**src/hw/rtl/btncc_pkg.sv**
```systemverilog
`timescale 1ns / 1ps
`default_nettype none

package btncc_pkg;

    localparam int IDX_W  = 3;
    localparam int TICK_W = 32;
    localparam int MASK_W = 8;
    localparam int CFG_AW = 3;
    localparam int CFG_DW = 32;

    // configuration register indexes
    localparam logic [CFG_AW-1:0] REG_RELEASE_MASK     = 3'd0;
    localparam logic [CFG_AW-1:0] REG_HELD_ENABLE_MASK = 3'd1;
    localparam logic [CFG_AW-1:0] REG_CLICK_TIMEOUT    = 3'd2;
    localparam logic [CFG_AW-1:0] REG_DOUBLE_TIMEOUT   = 3'd3;
    localparam logic [CFG_AW-1:0] REG_LONG_CLICK_MIN   = 3'd4;
    localparam logic [CFG_AW-1:0] REG_REPEAT_START     = 3'd5;
    localparam logic [CFG_AW-1:0] REG_REPEAT_INTERVAL  = 3'd6;

    // item kinds
    localparam logic CMD_LEVEL = 1'b0;
    localparam logic CMD_HELD  = 1'b1;

    // timing thresholds
    typedef struct packed {
        logic [TICK_W-1:0] click_timeout;
        logic [TICK_W-1:0] double_timeout;
        logic [TICK_W-1:0] long_click_min;
        logic [TICK_W-1:0] repeat_start;
        logic [TICK_W-1:0] repeat_interval;
    } t_timing;

    // per button time stamps, one memory word
    typedef struct packed {
        logic [TICK_W-1:0] click_time;
        logic [TICK_W-1:0] repeat_time;
        logic [TICK_W-1:0] press_time;
    } t_times;

    // result flags, pressed in the lowest bit
    typedef struct packed {
        logic activity;
        logic held_repeat;
        logic long_clicked;
        logic double_clicked;
        logic clicked;
        logic released;
        logic pressed;
    } t_result;

    typedef struct packed {
        logic              cmd;
        logic              pin_level;
        logic [TICK_W-1:0] now;
        logic              rel_level;
        logic              held_en;
        logic              seen;
        logic              level;
        t_times            times;
    } t_cls_in;

    typedef struct packed {
        t_result res;
        logic    seen;
        logic    level;
        t_times  times;
    } t_cls_out;

endpackage

`default_nettype wire

```
**src/hw/rtl/btncc_classify.sv**
```systemverilog
`timescale 1ns / 1ps
`default_nettype none

module btncc_classify (
    input  var btncc_pkg::t_timing  i_timing,
    input  var btncc_pkg::t_cls_in  i_cls,
    output var btncc_pkg::t_cls_out o_cls
);

    logic                          eff_level;
    logic                          go;
    logic [btncc_pkg::TICK_W-1:0] down_dt;
    logic [btncc_pkg::TICK_W-1:0] click_dt;
    logic [btncc_pkg::TICK_W-1:0] repeat_dt;

    // tick differences, wrapping
    assign down_dt   = i_cls.now - i_cls.times.press_time;
    assign click_dt  = i_cls.now - i_cls.times.click_time;
    assign repeat_dt = i_cls.now - i_cls.times.repeat_time;

    // before the first event the button counts as released
    assign eff_level = i_cls.seen ? i_cls.level : i_cls.rel_level;
    assign go        = (i_cls.pin_level != eff_level);

    // classify the item and build the next state
    always_comb begin
        o_cls       = '0;
        o_cls.seen  = i_cls.seen;
        o_cls.level = i_cls.level;
        o_cls.times = i_cls.times;
        if (i_cls.cmd == btncc_pkg::CMD_LEVEL) begin
            o_cls.seen = 1'b1;
            if (!go) begin
                o_cls.level = eff_level;
            end else if (eff_level == i_cls.rel_level) begin
                o_cls.level             = ~i_cls.rel_level;
                o_cls.times.press_time  = i_cls.now;
                o_cls.times.repeat_time = i_cls.now;
                o_cls.res.pressed       = 1'b1;
                o_cls.res.activity      = 1'b1;
            end else begin
                o_cls.level        = i_cls.rel_level;
                o_cls.res.released = 1'b1;
                o_cls.res.activity = 1'b1;
                if (down_dt < i_timing.click_timeout) begin
                    o_cls.res.clicked      = 1'b1;
                    o_cls.res.double_clicked = (click_dt < i_timing.double_timeout);
                    o_cls.times.click_time = i_cls.now;
                end else if (down_dt > i_timing.long_click_min) begin
                    o_cls.res.long_clicked = 1'b1;
                end
            end
        end else begin
            if (i_cls.seen && (i_cls.level != i_cls.rel_level) && i_cls.held_en &&
                (down_dt >= i_timing.repeat_start) &&
                (repeat_dt >= i_timing.repeat_interval)) begin
                o_cls.times.repeat_time = i_cls.now;
                o_cls.res.held_repeat   = 1'b1;
                o_cls.res.activity      = 1'b1;
            end
        end
    end

endmodule

`default_nettype wire

```
**src/hw/rtl/button_click_classifier_top.sv**
```systemverilog
`timescale 1ns / 1ps
`default_nettype none

// Click classifier for up to BTN_COUNT pushbuttons. Each input beat is a
// pin level event or a held repeat check for one button, stamped with a
// wrapping 32-bit tick count; each beat yields exactly one result beat with
// press, release, click, double click, long click, held repeat and activity
// flags (all zero when nothing happened). One beat is taken every clock
// cycle while the result side does not stall; the beat passes through the
// stage 1 registers into the result register, and a stalled result holds
// the item behind it. The press, repeat and click times of all buttons sit
// in one memory with one read port and one write port: the entry is read
// when a beat is accepted and written back when that beat moves into the
// result register, and a beat for the same button accepted at that same
// edge picks up the written value through a bypass register. Entries start
// at zero after reset through per-entry valid flags, so no clearing pass is
// needed. Configuration may be written only while no beat is in flight.
module button_click_classifier_top #(
    parameter int BTN_COUNT = 8
) (
    input  wire                             i_clk,
    input  wire                             i_rst_n,
    // input beat
    input  wire                             i_s_axis_tvalid,
    output logic                            o_s_axis_tready,
    // [2:0] button_index, [3] pin_level, [35:4] now_ticks, [39:36] zero
    input  wire  [39:0]                     i_s_axis_tdata,
    // [0] cmd
    input  wire                             i_s_axis_tuser,
    // result beat
    output logic                            o_m_axis_tvalid,
    input  wire                             i_m_axis_tready,
    // [0] pressed, [1] released, [2] clicked, [3] double_clicked,
    // [4] long_clicked, [5] held_repeat, [6] activity, [7] zero
    output logic [7:0]                      o_m_axis_tdata,
    // configuration writes
    input  wire                             i_cfg_we,
    input  wire  [btncc_pkg::CFG_AW-1:0]    i_cfg_addr,
    input  wire  [btncc_pkg::CFG_DW-1:0]    i_cfg_wdata
);

    localparam int AW = (BTN_COUNT > 1) ? $clog2(BTN_COUNT) : 1;
    localparam int MEM_W = $bits(btncc_pkg::t_times);
    localparam logic [btncc_pkg::IDX_W+5:0] NB = (btncc_pkg::IDX_W + 6)'(BTN_COUNT);

    // configuration registers
    logic [btncc_pkg::MASK_W-1:0] r_up_mask;
    logic [btncc_pkg::MASK_W-1:0] r_held_mask;
    btncc_pkg::t_timing           r_timing;

    always_ff @(posedge i_clk) begin
        if (!i_rst_n) begin
            r_up_mask                <= 8'hFF;
            r_held_mask              <= 8'h00;
            r_timing.click_timeout   <= 32'd500;
            r_timing.double_timeout  <= 32'd400;
            r_timing.long_click_min  <= 32'd1000;
            r_timing.repeat_start    <= 32'd1000;
            r_timing.repeat_interval <= 32'd200;
        end else if (i_cfg_we) begin
            case (i_cfg_addr)
                btncc_pkg::REG_RELEASE_MASK: begin
                    r_up_mask <= i_cfg_wdata[btncc_pkg::MASK_W-1:0];
                end
                btncc_pkg::REG_HELD_ENABLE_MASK: begin
                    r_held_mask <= i_cfg_wdata[btncc_pkg::MASK_W-1:0];
                end
                btncc_pkg::REG_CLICK_TIMEOUT:   r_timing.click_timeout   <= i_cfg_wdata;
                btncc_pkg::REG_DOUBLE_TIMEOUT:  r_timing.double_timeout  <= i_cfg_wdata;
                btncc_pkg::REG_LONG_CLICK_MIN:  r_timing.long_click_min  <= i_cfg_wdata;
                btncc_pkg::REG_REPEAT_START:    r_timing.repeat_start    <= i_cfg_wdata;
                btncc_pkg::REG_REPEAT_INTERVAL: r_timing.repeat_interval <= i_cfg_wdata;
                default: ;
            endcase
        end
    end

    // input beat fields
    logic [btncc_pkg::IDX_W-1:0]  in_idx;
    logic                         in_lvl;
    logic [btncc_pkg::TICK_W-1:0] in_now;
    logic [AW-1:0]                in_addr;

    assign in_idx  = i_s_axis_tdata[2:0];
    assign in_lvl  = i_s_axis_tdata[3];
    assign in_now  = i_s_axis_tdata[35:4];
    assign in_addr = AW'(in_idx);

    // stage 1 registers: item waiting for its memory word
    logic                         r_s1_valid;
    logic                         r_s1_cmd;
    logic [btncc_pkg::IDX_W-1:0]  r_s1_idx;
    logic                         r_s1_lvl;
    logic [btncc_pkg::TICK_W-1:0] r_s1_now;
    logic [AW-1:0]                r_s1_addr;

    logic r_out_valid;
    btncc_pkg::t_result r_out;

    logic out_free;
    logic s1_adv;
    logic in_acc;
    logic s1_in_range;
    logic wr_en;

    // handshake
    assign out_free        = !r_out_valid || i_m_axis_tready;
    assign s1_adv          = r_s1_valid && out_free;
    assign o_s_axis_tready = !r_s1_valid || out_free;
    assign in_acc          = i_s_axis_tvalid && o_s_axis_tready;
    assign s1_in_range     = ({6'd0, r_s1_idx} < NB);
    assign wr_en           = s1_adv && s1_in_range;

    always_ff @(posedge i_clk) begin
        if (!i_rst_n) begin
            r_s1_valid <= 1'b0;
        end else if (in_acc) begin
            r_s1_valid <= 1'b1;
        end else if (s1_adv) begin
            r_s1_valid <= 1'b0;
        end
    end

    always_ff @(posedge i_clk) begin
        if (in_acc) begin
            r_s1_cmd  <= i_s_axis_tuser;
            r_s1_idx  <= in_idx;
            r_s1_lvl  <= in_lvl;
            r_s1_now  <= in_now;
            r_s1_addr <= in_addr;
        end
    end

    // time stamp memory, read at acceptance, written back from stage 1
    logic [MEM_W-1:0] mem [BTN_COUNT];
    logic [MEM_W-1:0] r_rdata;
    btncc_pkg::t_times wr_data;

    always_ff @(posedge i_clk) begin
        if (wr_en) begin
            mem[r_s1_addr] <= wr_data;
        end
        if (in_acc) begin
            r_rdata <= mem[in_addr];
        end
    end

    // bypass of a write landing on the entry being read
    logic              r_fwd_hit;
    btncc_pkg::t_times r_fwd_data;

    always_ff @(posedge i_clk) begin
        if (!i_rst_n) begin
            r_fwd_hit <= 1'b0;
        end else if (in_acc) begin
            r_fwd_hit <= wr_en && (r_s1_addr == in_addr);
        end
    end

    always_ff @(posedge i_clk) begin
        if (in_acc) begin
            r_fwd_data <= wr_data;
        end
    end

    // per button flags: entry valid, seen first event, stored level
    logic [BTN_COUNT-1:0] r_valid;
    logic [BTN_COUNT-1:0] r_seen;
    logic [BTN_COUNT-1:0] r_level;

    btncc_pkg::t_cls_in  cls_in;
    btncc_pkg::t_cls_out cls_out;
    btncc_pkg::t_times   rd_times;

    // effective stored word: bypass, memory, or zero if never written
    always_comb begin
        if (r_fwd_hit) begin
            rd_times = r_fwd_data;
        end else if (r_valid[r_s1_addr]) begin
            rd_times = btncc_pkg::t_times'(r_rdata);
        end else begin
            rd_times = '0;
        end
    end

    always_comb begin
        cls_in.cmd       = r_s1_cmd;
        cls_in.pin_level = r_s1_lvl;
        cls_in.now       = r_s1_now;
        cls_in.rel_level = r_up_mask[r_s1_idx];
        cls_in.held_en   = r_held_mask[r_s1_idx];
        cls_in.seen      = r_seen[r_s1_addr];
        cls_in.level     = r_level[r_s1_addr];
        cls_in.times     = rd_times;
    end

    btncc_classify u_classify (
        .i_timing (r_timing),
        .i_cls    (cls_in),
        .o_cls    (cls_out)
    );

    assign wr_data = cls_out.times;

    // flag updates
    always_ff @(posedge i_clk) begin
        if (!i_rst_n) begin
            r_valid <= '0;
            r_seen  <= '0;
            r_level <= '0;
        end else if (wr_en) begin
            r_valid[r_s1_addr] <= 1'b1;
            r_seen[r_s1_addr]  <= cls_out.seen;
            r_level[r_s1_addr] <= cls_out.level;
        end
    end

    // result register
    always_ff @(posedge i_clk) begin
        if (!i_rst_n) begin
            r_out_valid <= 1'b0;
        end else if (s1_adv) begin
            r_out_valid <= 1'b1;
        end else if (i_m_axis_tready) begin
            r_out_valid <= 1'b0;
        end
    end

    always_ff @(posedge i_clk) begin
        if (s1_adv) begin
            r_out <= s1_in_range ? cls_out.res : '0;
        end
    end

    assign o_m_axis_tvalid = r_out_valid;
    assign o_m_axis_tdata  = {1'b0, r_out};

endmodule

`default_nettype wire

```
**config.mk**
```make
export PLATFORM = sky130hd
export DESIGN_NAME = button_click_classifier_top
export DESIGN_NICKNAME = d
export VERILOG_FILES = /design/src/hw/rtl/btncc_pkg.sv /design/src/hw/rtl/btncc_classify.sv /design/src/hw/rtl/button_click_classifier_top.sv
export SDC_FILE = /design/constraint.sdc
export NUM_CORES = 2
export LEC_CHECK = 0
export BUFFER_PORTS_ARGS = -buffer_cell sky130_fd_sc_hd__buf_2
export CAP_MARGIN = 20
export CORE_MARGIN = 2
export CORE_UTILIZATION = 49
export DETAILED_ROUTE_END_ITERATION = 10
export HOLD_SLACK_MARGIN = 0.08
export PLACE_DENSITY_LB_ADDON = 0.3
export SYNTH_ARGS = -nofsm -noshare
export SYNTH_HDL_FRONTEND = slang
export SYNTH_SLANG_ARGS = --single-unit
```
**constraint.sdc**
```tcl
create_clock -name i_clk -period 19.3 [get_ports i_clk]
set_clock_uncertainty 0.1 [all_clocks]
set_input_delay 0.965 -clock i_clk [delete_from_list [all_inputs] [get_ports i_clk]]
set_output_delay 0.965 -clock i_clk [all_outputs]
set_load 0.01 [all_outputs]
```
---- Word level (Yosys, flattened, before mapping) ----
Memory sizes are Yosys's and may differ from the RTL's. A register that Yosys moved wholly into a read port is not among the register bits.
Index checks and enable logic that the tools add are counted.
word-level totals
  bits in registers ....................... 343
  bits in latches ......................... 0
  memory bits (writable) .................. 768
  ROM bits ................................ 0
  input port bits ......................... 81
  output and inout port bits .............. 10
  memories kept ........................... 1
cells by class
  $add $sub $neg .......................... 3
  $mul .................................... 0
  divide/modulo/power cells ............... 0
  $lt $le $gt $ge ......................... 7
  equal/unequal tests ..................... 10
  shift operators ......................... 0
  mux-type cells .......................... 41
  bitwise operators ....................... 4
  reduce and logical (&&, ||, !) cells .... 26
memory list
  name  words  width  rd ports  clocked after memory_dff  write ports  line                                text
  mem   8      96     1         1                         1            button_click_classifier_top.sv:135  logic [MEM_W-1:0] mem [BTN_COUNT];
operator list
  kind                                                                          count
  96-bit two-way mux                                                            3
  32-bit two-way mux                                                            5
  32-bit subtractor                                                             3
  32-bit greater-or-equal comparator                                            2
  32-bit less-than comparator                                                   2
  64-bit two-way mux                                                            1
  34-bit two-way mux                                                            1
  32-bit > comparator                                                           1
  1-bit two-way mux                                                             20
  8-bit bitwise mux                                                             2
  1-bit binary-select mux with 3-bit select                                     5
  2-bit AND reduction                                                           7
  3-bit equality test, second input constant                                    3
  1-bit logical AND                                                             8
  8-bit OR                                                                      1
  4-bit OR reduction                                                            2
  3-bit by 2-bit equality test with 1-bit output, second input constant         2
  3-bit by 4-bit less-than comparator with 1-bit output, second input constant  1
  2-bit two-way mux                                                             2
  4-bit two-way mux                                                             1
  2-bit nonzero test                                                            2
  1-bit demux with 3-bit select                                                 1
  3-bit by 1-bit equality test with 1-bit output, second input constant         1
  3-bit equality test                                                           1
  other kinds (9)                                                               14

---- Depth between registers and ports, before layout ----
  word-level depth ........................ 11
  depth in mapped cells ................... 34

---- Hierarchy ----
A second synthesis with hierarchy kept.
second synthesis, totals
  cell total of the unflattened synthesis .. 3,792
  area, all modules ....................... 54,832.6 µm²
by module, submodules not included
  module                       times used  cells each  area each (µm²)  seq. area each (µm²)
  button_click_classifier_top  1           2,376       44,574.0         34,212.8
  btncc_classify               1           1,416       10,258.6         0.0

---- Least setup slack after synthesis ----
No wires, ideal clock.
  kind .................................... input to register
  start ................................... input port i_m_axis_tready
  end ..................................... register r_level[0]
  setup time .............................. 0.125 ns
  arrival time ............................ 8.699 ns
  data required time ...................... 19.075 ns
  path slack .............................. 10.376 ns
  stages on the path ...................... 5
  cells stage by stage .................... nor2b_1 > nand2b_1 > nor3_1 > mux2i_1 > nor2b_1
between the ends
  longest elaborated chain between the ends .. 2
ends and longest elaborated chain
  item                           line                                text
  start, declared                button_click_classifier_top.sv:32   input wire i_m_axis_tready,
  1-bit logical OR               button_click_classifier_top.sv:107  assign out_free = !r_out_valid || i_m_axis_tready;
  1-bit logical AND              button_click_classifier_top.sv:108  assign s1_adv = r_s1_valid && out_free;
  end signal, assigned by index  button_click_classifier_top.sv:214  r_level[r_s1_addr] <= cls_out.level;
  end, declared                  button_click_classifier_top.sv:169  logic [BTN_COUNT-1:0] r_level;
Every way passes these cells.
A chain may end at the register's enable or synchronous reset.

==> results_dict.tcl <==
set metrics [dict create \
    hp-class "primary input to register" \
    wl_mm 131 \
    synth_ff_type "edfxtp_1" \
    dp_cells 5238 \
    postCtsSetupRepairBufs 0 \
    grt-ovfl-total 0 \
    synth_top_area_share_pct 55.4 \
    wl_per_cell_um 24.0 \
    grt_max_degree 105 \
    yosysTopAreaCell "edfxtp_1" \
    die_h_um 337 \
    crit_arrival_ps 10040 \
    hold_path_end "r_s1_now[18]" \
    worst-path-max-fanout 34 \
    cellPowerDensity_nw_per_um2 97.4 \
    final_common_cell "edfxtp_1" \
    hold_violations 0 \
    ys_top_cells_by_area "edfxtp_1 55%, mux4_2 8.3%, dfxtp_1 7.5%, ha_1 5.7%, nand2_1 2.8%" \
    syn_inst 3781 \
    endpoint_kind "register" \
    grt_busiest_layer "met2" \
    postCtsHoldBufs 0 \
    yosys.area_share.simple_pct 6.66 \
    synthArstFlopShare_pct 0 \
    antenna_found_initial 0 \
    nNetsFinal 4211 \
    drive_gt1_share_pct 16.5 \
    cap_violations 0 \
    muxShareOfSynthArea_pct 12.3 \
    cts_buffer_depth 3 \
    drc_errors 0 \
    initial_core_util_pct 49.3 \
    drtIter0Drc 3019 \
    clkTransAtPathRegs_ps 60 \
    ys_warn_count 0 \
    finalNonFillerCells 5470 \
    ys_ff_latch 1207 \
    start_kind "register" \
    place_hpwl_mm 79.4 \
    cts_tree "done" \
    rsz0062_at_grt "no" \
    ioPinCount 91 \
    ir_drop_mv 0.0764 \
    cp_slowest_cell "buf_4" \
    rr_startpoint "r_s1_addr[1]" \
    vias 32200 \
    synth_cell_types 75 \
    cts_resized 0 \
    clock.fmax_mhz 103 \
    tns_ps 0 \
    ys_seq_area_share_pct 62.9 \
    slew_headroom_pct 29.1 \
    cts_root_buffer "clkbuf_16" \
    leakage_uw 0.0215 \
    io_buffers 85 \
    clk_latency_ps 760 \
    syn_nets 4110 \
    fin_crit_ps 9690 \
    area_growth_pct 11.6 \
    whs_path_depth 1 \
    grt_pass1_wl_mm 198 \
    diodes 0 \
    cts_buffers 130 \
    core_area_um2 110000 \
    drt-pass1-iter-count 5 \
    final_cell_mix "1004 x edfxtp_1, 407 x nand2_1, 246 x ha_1" \
    outcome "complete, no violations" \
    globalRouteMet1Util_pct 33.6 \
    rows 122 \
    die_x_um 337 \
    netlist_area_um2 54400 \
    synth_top_family_by_area "multiplexers" \
    holdCritStartpoint "i_s_axis_tdata[22]" \
    syn_area_per_cell_um2 14.4 \
    r2r_slack_ps 9610 \
    grt_util_met2_pct 37.4 \
    ant_nets 0 \
    crit_type "register to register" \
    cpMostUsedCell "a21oi_1" \
    max_stage_delay_ps 800 \
    track_usage_pct 23.3 \
    cts_max_level 4 \
    grt_pass1_vias 31800 \
    synth_compound_area_share_pct 8.30 \
    reg2regPathDepth 31 \
    rr_endpoint "mem[5][51]" \
    synth-xor-area-share_pct 1.46 \
    finalCritPeriodShare_pct 50.2 \
    synth-adder-area-share_pct 5.77 \
    worstMarginPinSlew_ps 1060 \
    synth_edf_count 1004 \
    die-area_um2 114000 \
    place_congestion 0.877 \
    finalSetupViolations 0 \
    slew_viol_final 0 \
    cts.sinks 1207 \
    critPathRequiredTime_ps 19650 \
    viasPerCell 5.89 \
    use_met3_pct 2.84 \
]
==> area by class of cell <==
type                            instances  area, um^2
Multi-Input combinational cell       2202       18900
Clock buffer                          166        3480
Clock inverter                         66         726
Timing Repair Buffer                  130         820
Tap cell                             1488        1860
Inverter                              211         800
Fill cell                            8739       49600
Sequential cell                      1207       34200
==> report_power, final <==
group / internal (uW) / leakage, uW / switching (uW)
registers: 2890 / 0.0112 / 28.8
clock network: 1420 / 0.00205 / 1040
logic: 214 / 0.00831 / 324
total: 4520 / 0.0215 / 1390
==> worst max-delay path by stage <==
stage	slack [ps]	endpoint	startpoint
floorplan	10380	r_level[0]	i_m_axis_tready
global placement	10050	mem[2][47]	r_s1_addr[1]
detailed placement	9820	mem[6][61]	r_s1_addr[1]
CTS	9770	mem[5][51]	r_s1_addr[1]
global route	9100	mem[5][51]	r_s1_addr[1]
finish	9610	mem[5][51]	r_s1_addr[1]
==> synthesized netlist by cell type, drive strengths merged, types with 6 or more instances <==
cell / number
o21a: 35
a21o: 85
a21boi: 151
o22ai: 6
xnor2: 66
a31oi: 13
nand2b: 28
nand4: 27
nor2: 88
a211oi: 15
and2: 8
o211a: 10
o21bai: 12
mux4: 200
edfxtp: 1004
dfxtp: 203
clkbuf: 128
or2: 6
nand3: 30
o21ai: 70
nor3: 25
nand2: 408
buf: 33
ha: 246
and3: 104
inv: 211
mux2i: 101
a21oi: 190
o211ai: 36
nor2b: 41
mux2: 104
xor2: 24
==> cell families after synthesis <==
group           after synthesis
compound gates              673
flops                      1207
simple gates                783
other cells                   1
buf+inv                     372
mux                         405
xor+xnor                     90
fa+ha+maj                   250
==> flip-flops by register name, summed over array words and instances, names as in the netlist <==
register	flops
r_s1_now	32
o_m_axis_tdata	7
r_seen	8
r_fwd_hit	1
r_up_mask	8
r_timing	160
r_s1_addr	3
r_valid	8
r_s1_valid	1
o_m_axis_tvalid	1
r_fwd_data	96
r_level	8
r_s1_cmd	1
r_held_mask	8
r_s1_lvl	1
r_rdata	96
mem	768
==> routing by layer <==
metal,wire [um],vias up
met4,2980,0
met2,62000,1068
met3,7820,170
met5,0,-
li1,-,14500
met1,58600,16500
==> metrics by stage <==
stage	hold WS [ps]	instance area [um^2]	utilization (%)	worst slack [ps]	power (uW)
2_1_floorplan	335	54400	-	10380	3350
3_3_place_gp	346	56500	51.2	10050	3500
3_5_place_dp	354	56600	51.2	9820	3510
4_1_cts	234	60800	55.1	9770	5960
5_1_grt	260	60800	55.1	9100	6120
6_report	277	60800	55.1	9610	5920
==> worst max-delay path, delay by kind of cell, from the launching register on <==
kind	cells	cell delay, ps
compound gates	17	4380
simple gates	7	1000
flops	1	700
buf+inv	3	1350
fa+ha+maj	3	1020
mux	1	710
(Power assumes the default switching activity.)
